<file path="src/sv/spm_pkg.sv">
package spm_pkg;

	localparam int MAX_PATTERN = 16;
	localparam int MATCH_LIMIT = 1024;

	localparam int IDX_W = $clog2(MAX_PATTERN);
	localparam int LEN_W = 5;
	localparam int CNT_W = 11;
	localparam int POS_W = 32;
	localparam int CFG_W = 64;
	localparam int REG_IDX_W = 8;

	typedef logic [7:0] byte_t;
	typedef byte_t [MAX_PATTERN-1:0] window_t;

	localparam logic [REG_IDX_W-1:0] REG_PATTERN_LOW = 8'd0;
	localparam logic [REG_IDX_W-1:0] REG_PATTERN_HIGH = 8'd1;
	localparam logic [REG_IDX_W-1:0] REG_PATTERN_LENGTH = 8'd2;
	localparam logic [REG_IDX_W-1:0] REG_MAX_MATCHES = 8'd3;

	localparam logic [LEN_W-1:0] LEN_RESET = 5'd1;
	localparam logic [CNT_W-1:0] LIMIT_RESET = CNT_W'(MATCH_LIMIT);

endpackage

</file>
<file path="src/sv/spm_compare.sv">
module spm_compare (
	input  spm_pkg::window_t               window,
	input  spm_pkg::window_t               pattern,
	input  logic [spm_pkg::IDX_W-1:0]      len_m1,
	output logic                           hit
);

	logic [spm_pkg::IDX_W-1:0] idx;

	// Window entry j must equal pattern byte len-1-j for every j below the length.
	always_comb begin
		hit = 1'b1;
		for (int j = 0; j < spm_pkg::MAX_PATTERN; j++) begin
			idx = len_m1 - spm_pkg::IDX_W'(j);
			if (spm_pkg::IDX_W'(j) <= len_m1 && window[j] != pattern[idx]) begin
				hit = 1'b0;
			end
		end
	end

endmodule

</file>
<file path="src/sv/stream_pattern_match.sv">
// Channel   Direction  Handshake            Payload
// s_*       in         s_tvalid/s_tready    s_tdata[7:0] data_byte
// m_*       out        m_tvalid/m_tready    m_tdata match_location, match_number; m_tlast
// cfg_*     in         cfg_valid/cfg_ready  cfg_index register, cfg_data value
//
// One byte is accepted per cycle unless the input stalls. A byte is registered, then
// compared against the whole pattern window; its result is registered in the result
// register, which offers it. Input stalls only while the result register holds an untaken result.
// Reset restores the power-up registers and clears the window, position and count.
// Once the match limit is reached, bytes are still accepted but ignored.
module stream_pattern_match (
	input  logic                              clk,
	input  logic                              arst_n,
	input  logic                              s_tvalid,
	output logic                              s_tready,
	input  logic [7:0]                        s_tdata,   // data_byte
	output logic                              m_tvalid,
	input  logic                              m_tready,
	output logic [47:0]                       m_tdata,   // match_location, match_number, zero fill
	output logic                              m_tlast,   // limit_reached
	input  logic                              cfg_valid,
	output logic                              cfg_ready,
	input  logic [spm_pkg::REG_IDX_W-1:0]     cfg_index,
	input  logic [spm_pkg::CFG_W-1:0]         cfg_data
);

	logic [spm_pkg::CFG_W-1:0]     pat_low_q;
	logic [spm_pkg::CFG_W-1:0]     pat_high_q;
	logic [spm_pkg::LEN_W-1:0]     pat_len_q;
	logic [spm_pkg::CNT_W-1:0]     max_matches_q;

	spm_pkg::window_t              recent_q;
	logic [spm_pkg::POS_W-1:0]     pos_q;
	logic [spm_pkg::LEN_W-1:0]     cooldown_q;
	logic [spm_pkg::CNT_W-1:0]     count_q;
	logic                          stopped_q;

	logic                          valid_s1;
	spm_pkg::byte_t                byte_s1;

	logic                          out_valid_q;
	logic [spm_pkg::POS_W-1:0]     loc_q;
	logic [spm_pkg::CNT_W-1:0]     num_q;
	logic                          lim_q;

	logic                          advance;
	logic                          process;
	spm_pkg::window_t              window;
	spm_pkg::window_t              pattern;
	logic [spm_pkg::LEN_W-1:0]     len_eff;
	logic [spm_pkg::IDX_W-1:0]     len_m1;
	logic [spm_pkg::CNT_W-1:0]     limit_eff;
	logic [spm_pkg::CNT_W-1:0]     count_next;
	logic                          hit;
	logic                          found;

	assign cfg_ready = 1'b1;
	assign advance = !out_valid_q || m_tready;
	assign s_tready = !valid_s1 || advance;
	assign process = valid_s1 && advance && !stopped_q;

	always_comb begin
		window = {recent_q[spm_pkg::MAX_PATTERN-2:0], byte_s1};
		for (int k = 0; k < spm_pkg::MAX_PATTERN; k++) begin
			if (k < 8) begin
				pattern[k] = pat_low_q[8*(k%8) +: 8];
			end else begin
				pattern[k] = pat_high_q[8*(k%8) +: 8];
			end
		end
		if (pat_len_q == '0) begin
			len_eff = spm_pkg::LEN_W'(1);
		end else if (pat_len_q > spm_pkg::LEN_W'(spm_pkg::MAX_PATTERN)) begin
			len_eff = spm_pkg::LEN_W'(spm_pkg::MAX_PATTERN);
		end else begin
			len_eff = pat_len_q;
		end
		if (max_matches_q == '0) begin
			limit_eff = spm_pkg::CNT_W'(1);
		end else if (max_matches_q > spm_pkg::LIMIT_RESET) begin
			limit_eff = spm_pkg::LIMIT_RESET;
		end else begin
			limit_eff = max_matches_q;
		end
	end

	assign len_m1 = spm_pkg::IDX_W'(len_eff - spm_pkg::LEN_W'(1));
	assign count_next = count_q + spm_pkg::CNT_W'(1);

	spm_compare u_compare (
		.window  (window),
		.pattern (pattern),
		.len_m1  (len_m1),
		.hit     (hit)
	);

	assign found = process && cooldown_q == '0
		&& pos_q >= spm_pkg::POS_W'(len_m1) && hit;

	always_ff @(posedge clk or negedge arst_n) begin
		if (!arst_n) begin
			pat_low_q <= '0;
			pat_high_q <= '0;
			pat_len_q <= spm_pkg::LEN_RESET;
			max_matches_q <= spm_pkg::LIMIT_RESET;
		end else if (cfg_valid) begin
			unique case (cfg_index)
				spm_pkg::REG_PATTERN_LOW: pat_low_q <= cfg_data;
				spm_pkg::REG_PATTERN_HIGH: pat_high_q <= cfg_data;
				spm_pkg::REG_PATTERN_LENGTH: pat_len_q <= cfg_data[spm_pkg::LEN_W-1:0];
				spm_pkg::REG_MAX_MATCHES: max_matches_q <= cfg_data[spm_pkg::CNT_W-1:0];
				default: ;
			endcase
		end
	end

	always_ff @(posedge clk or negedge arst_n) begin
		if (!arst_n) begin
			valid_s1 <= 1'b0;
		end else if (s_tready) begin
			valid_s1 <= s_tvalid;
		end
	end

	always_ff @(posedge clk) begin
		if (s_tready && s_tvalid) begin
			byte_s1 <= s_tdata;
		end
	end

	always_ff @(posedge clk or negedge arst_n) begin
		if (!arst_n) begin
			recent_q <= '0;
			pos_q <= '0;
			cooldown_q <= '0;
			count_q <= '0;
			stopped_q <= 1'b0;
		end else if (process) begin
			recent_q <= window;
			if (pos_q != '1) begin
				pos_q <= pos_q + spm_pkg::POS_W'(1);
			end
			if (cooldown_q != '0) begin
				cooldown_q <= cooldown_q - spm_pkg::LEN_W'(1);
			end else if (found) begin
				cooldown_q <= spm_pkg::LEN_W'(len_m1);
				count_q <= count_next;
				stopped_q <= count_next >= limit_eff;
			end
		end
	end

	always_ff @(posedge clk or negedge arst_n) begin
		if (!arst_n) begin
			out_valid_q <= 1'b0;
		end else if (advance) begin
			out_valid_q <= found;
		end
	end

	always_ff @(posedge clk) begin
		if (found) begin
			loc_q <= pos_q - spm_pkg::POS_W'(len_m1);
			num_q <= count_next;
			lim_q <= count_next >= limit_eff;
		end
	end

	assign m_tvalid = out_valid_q;
	assign m_tdata = {5'd0, num_q, loc_q};
	assign m_tlast = lim_q;

endmodule

</file>
<file path="config.mk">
export PLATFORM = sky130hd
export DESIGN_NAME = stream_pattern_match
export DESIGN_NICKNAME = d
export VERILOG_FILES = /design/src/sv/spm_pkg.sv /design/src/sv/spm_compare.sv /design/src/sv/stream_pattern_match.sv
export SDC_FILE = /design/constraint.sdc
export NUM_CORES = 1
export LEC_CHECK = 0
export ABC_AREA = 0
export BUFFER_PORTS_ARGS = -buffer_cell sky130_fd_sc_hd__buf_2
export CAP_MARGIN = 20
export CORE_MARGIN = 1.5
export CORE_UTILIZATION = 45
export CTS_CLUSTER_DIAMETER = 200
export DETAILED_ROUTE_END_ITERATION = 12
export MAX_ROUTING_LAYER = met4
export PLACE_DENSITY = 0.63
export SYNTH_ARGS = -nofsm -noshare
export SYNTH_HDL_FRONTEND = slang
export SYNTH_SLANG_ARGS = --single-unit
</file>
<file path="constraint.sdc">
create_clock -name clk -period 14.99 [get_ports clk]
set_input_delay 4.497 -clock clk [delete_from_list [all_inputs] [get_ports clk]]
set_output_delay 4.497 -clock clk [all_outputs]
set_load 0.01 [all_outputs]
</file>
=== After elaboration in Yosys (flattened, before gate mapping) ===
Cells that the tools add are included.

* Bits in registers: 367
* Bits of input ports: 85

* Add/sub/neg operators: 20
* Magnitude comparators: 36
* Equality and inequality tests: 20
* Mux-type cells: 54
* Bitwise gates (word level): 1
* Reduce and logical (&&, ||, !) cells: 40

{| class="wikitable"
|+ Operator list
! cell !! number
|-
| binary-select mux 8 bit (select 4 bit) || 16
|-
| two-way mux 8 bit || 16
|-
| inequality test 8 bit || 16
|-
| < comparator 4 x 5 -> 1 bit, second input constant || 16
|-
| adder 32 x 1 -> 32 bit, second input constant || 1
|-
| greater-or-equal comparator 32 x 4 -> 1 bit || 1
|-
| less-or-equal comparator 4 bit, first input constant || 8
|-
| inequality test 32 bit, second input constant || 1
|-
| subtractor 32 x 4 -> 32 bit || 1
|-
| subtractor 4 bit, second input constant || 8
|-
| logical AND 1 bit || 22
|-
| two-way mux 11 bit || 2
|-
| equality test 8 x 2 -> 1 bit, second input constant || 2
|-
| less-or-equal comparator 3 x 4 -> 1 bit, first input constant || 4
|-
| two-way mux 1 bit || 16
|-
| subtractor 4 x 3 -> 4 bit, second input constant || 4
|-
| AND reduction 2 bit || 6
|-
| adder 11 x 1 -> 11 bit, second input constant || 1
|-
| greater-or-equal comparator 11 bit || 1
|-
| greater-than comparator 11 bit, second input constant || 1
|-
| logical NOT 11 bit || 1
|-
| logical NOT 5 bit || 2
|-
| two-way mux 5 bit || 2
|-
| equality test 8 x 1 -> 1 bit, second input constant || 1
|-
| 14 further kinds || 22
|}

=== Depth between registers and ports, before layout ===
* Word-level depth: 27
* Gate-level depth with buffers: 27

=== Cells and area by module ===
From an unflattened synthesis, not the netlist that was laid out.

* Cell total of the unflattened synthesis: 2212
* Area total of the unflattened synthesis: 24517.3 um^2

{| class="wikitable"
|+ Modules (own cells, without submodules)
! module !! times used !! cells an instance !! area each (um^2) !! seq. area each (um^2)
|-
| stream_pattern_match || 1 || 1281 || 15020.7 || 9446.6
|-
| spm_compare || 1 || 931 || 9496.6 || 0.0
|}

=== Worst setup path after synthesis ===
OpenSTA, ideal clock, no wires.

* Kind: input to output
* Start: input m_tready
* End: output s_tready
* Arrival: 4.739 ns
* Data required time: 10.493 ns
* Slack: 5.754 ns
* Cell stages on the path: 2
* Cell sequence: nor2b_1 > nand2_1

* Longest elaborated chain between the ends: 2

{| class="wikitable"
|+ RTL lines
! element !! line !! text
|-
| start: declaration || stream_pattern_match.sv:18 || <nowiki>input logic m_tready,</nowiki>
|-
| logical OR 1 bit || stream_pattern_match.sv:58 || <nowiki>assign advance = !out_valid_q || m_tready;</nowiki>
|-
| logical OR 1 bit || stream_pattern_match.sv:59 || <nowiki>assign s_tready = !valid_s1 || advance;</nowiki>
|-
| end: declaration || stream_pattern_match.sv:15 || <nowiki>output logic s_tready,</nowiki>
|}

No other way between the ends.

=== Final worst setup path ===
Ends and elaborated chain as after synthesis.

==> metrics.yaml <==
global_route:
  grt_usage_pct: 29.9
  gr-total-overflow: 0
  grt_max_degree: 114
  grt_pass1_vias: 18600
  antenna_found_initial: 0
  grt_first_pass_wirelength_um: 121000
cells_and_area:
  antennaDiodeCount: 0
  drive_gt1_share_pct: 20.4
  regArea_um2: 9450
  fill_cells: 4868
  syn_to_final_growth_pct: 10.2
  multiInputGateArea_um2: 14100
  nets: 2550
sta:
  min_period_over_period_pct: 63.7
  skew_ns: 0.0166
  worst_slew_pin_slew_ns: 1.30
  setup_violations: 0
  final_hold_viol_count: 0
  relSlewSlack_pct: 12.5
  rsz0062_at_grt: "false"
  fin_crit_ns: 9.55
  finalMaxSlewViolations: 0
  finalSetupTns_ns: 0
  whs_ns: 0.492
  timing.fmax_ghz: 0.105
pwr:
  power_density_nw_per_um2: 122
  power.internal_mw: 2.13
  p_leak_nw: 12.4
  peakVddDrop_mv: 0.0914
  seq_power_share_pct: 37.7
  combPwrFrac_pct: 31.1
  switching_share_pct: 35.2
  pwr-share-clk_pct: 31.3
  switchingPower_mw: 1.16
  total_power_mw: 3.29
critical_path:
  cp-end-kind: "output port"
  ff2ff_setup_slack_ns: 7.06
  worstPathMaxFanout: 3
  r2r_end: "loc_q[8]$_DFFE_PP_"
  cp-start-kind: "input port"
  arrival_ns: 5.05
  required_ns: 10.49
  r2r_cells: 19
  crit_type: "input port to output port"
  r2r_start: "pat_len_q[2]$_DFFE_PN0P_"
logic_synthesis:
  yosysTopAreaCell: "dfrtp_1"
  synth_edf_count: 52
  synth_common_cells: "nand2_1 (479), dfrtp_1 (313), mux2i_1 (243)"
  synth_area_um2: 24500
  yosys_warnings: 0
  ys_types: 83
  synth_most_common_cell: "nand2_1"
  seq_area_frac_synth_pct: 38.6
  ys.flop_type: "dfrtp_1"
  ys_seq_elements: 367
  yosys.area.top_type_share_pct: 32.0
  synthArstFlopShare_pct: 85.8
  ys_top_cells_by_area: "dfrtp_1 (32%), mux2i_1 (9.9%), mux4_2 (9.3%)"
  synth_area_per_cell_um2: 10.2
  syn-instance-count: 2391
die:
  row_count: 85
  die_w_um: 236
  core_um2: 53800
  die_area_um2: 55800
  io_pins: 137
  fp.dieH_um: 236
  start_util_pct: 45.5
clocking:
  clock_path_buffers: 3
  h-tree-depth: 2
  ctsHoldBuffers: 0
  clk_latency_ns: 0.58
  path_clk_slew_ns: 0.06
  post_cts_buffers: 0
  cts_resized: 0
  cts_root_buffer: "clkbuf_16"
  cts_num_sinks: 367
  cts_tree: "yes"
  cts_buffers: 41
routing:
  wl_met1_um: 33000
  highest-signal-layer: "met4"
  wl_met2_um: 36300
  wl_per_cell_um: 25.6
  drc: 0
  drt-initial-drc-count: 2002
  finalWirelength_um: 81100
  viasPerCell: 6.17
  drt_pass1_iterations: 6
  ant_nets: 0
  wl_met3_um: 7190
  vias: 19500
placement:
  hpwlAfterDp_um: 61400
  place.gp.congestion: 1.06
  io_buffers: 130
run:
  max_cap_viol_count: 0
min_path:
  hold_class: "flip-flop to flip-flop"
  hp-start: "count_q[10]$_DFFE_PN0P_"
  hold_depth: 1
  min_to: "count_q[10]$_DFFE_PN0P_"
status:
  status: "completed"
## critical path, cell delays in order
cell and delay, ns:
buf_2 0.11, nor2b_1 0.19, nand2_1 0.11, buf_2 0.15
## logic make-up (layout without fill, tap and decap cells)
group,count (synthesis),after routing,synth area share [%]
buffers and inverters,221,296,4.03
adder cells (fa/ha/maj),29,29,1.50
XOR/XNOR,187,187,6.78
AND/OR/NAND/NOR,813,813,15.1
AO/OA/AOI/OAI,289,289,8.31
multiplexers,483,483,25.7
flip-flops,367,367,38.6
other,2,6,0.0307
## sequential cells by signal, indices dropped and copies added (netlist names)
name	cells
byte_s1	8
pat_low_q	64
cooldown_q	5
count_q	11
num_q	11
loc_q	32
recent_q	120
valid_s1	1
stopped_q	1
m_tvalid	1
pat_high_q	64
m_tlast	1
pat_len_q	5
pos_q	32
max_matches_q	11
## worst max path at each step
stage              from  endpoint
3_3_place_gp   m_tready  s_tready
4_1_cts        m_tready  s_tready
6_report       m_tready  s_tready
5_1_grt        m_tready  s_tready
2_1_floorplan  m_tready  s_tready
3_5_place_dp   m_tready  s_tready
## power by group through the flow
stage	sequential [mW]	combinational (mW)	clock (mW)
2_1_floorplan	1.19	0.744	0
6_report	1.24	1.02	1.03
3_3_place_gp	1.25	0.982	0
5_1_grt	1.25	1.09	1.09
4_1_cts	1.23	1.01	1.05
3_5_place_dp	1.25	1.00	0
## through the flow
stage	util [%]	instances	setup WS, ns	instance area, µm²
after global placement	47.5	3088	5.43	25600
after global routing	50.1	3166	5.40	27000
after floorplan	-	2395	5.75	24500
final	50.1	3166	5.44	27000
after CTS	50.1	3165	5.44	27000
after detailed placement	47.5	3089	5.44	25600
## cell usage in the layout (no fill, tap or decap), types with 6 or more instances in the layout
| cell | netlist | routed |
|---|---|---|
| nand4_1 | 23 | 23 |
| clkbuf_16 | 0 | 41 |
| o211a_1 | 14 | 14 |
| conb_1 | 2 | 6 |
| a22oi_1 | 42 | 42 |
| clkbuf_8 | 0 | 8 |
| nand2b_1 | 62 | 61 |
| or3_1 | 10 | 10 |
| nand3_1 | 40 | 40 |
| inv_1 | 50 | 50 |
| a211oi_1 | 35 | 34 |
| o21ai_0 | 67 | 67 |
| clkbuf_1 | 114 | 11 |
| mux2_2 | 138 | 138 |
| dfrtp_1 | 313 | 313 |
| nor2_1 | 72 | 71 |
| ha_1 | 27 | 25 |
| buf_2 | 15 | 130 |
| a21o_1 | 7 | 7 |
| and3_1 | 29 | 29 |
| or2_2 | 7 | 7 |
| mux2i_1 | 243 | 243 |
| a21boi_0 | 6 | 6 |
| clkinv_2 | 0 | 7 |
| xnor2_1 | 96 | 95 |
| edfxtp_1 | 52 | 52 |
| xor2_1 | 88 | 88 |
| nand2_1 | 479 | 479 |
| buf_4 | 11 | 32 |
| o21a_1 | 7 | 7 |
| nor3_1 | 23 | 23 |
| nor4_1 | 27 | 27 |
| a2111oi_0 | 6 | 6 |
| mux4_2 | 101 | 101 |
| o211ai_1 | 27 | 27 |
| nor2b_1 | 7 | 6 |
| a21oi_1 | 34 | 34 |
## final cells by class
cell class / instances / share of cell area, %
Clock inverter: 16 / 0.723
Timing Repair Buffer: 164 / 3.46
Clock buffer: 60 / 4.36
Sequential cell: 367 / 35.0
Multi-Input combinational cell: 1807 / 52.4
Inverter: 56 / 0.793
Tap cell: 696 / 3.23
## metal layers
metal	vias to the layer above	track usage [%]
met5	-	-
met4	0	14.8
met3	204	5.71
met2	888	44.4
met1	9787	39.1
li1	8651	-
Power figures use the tool's default switching activity.
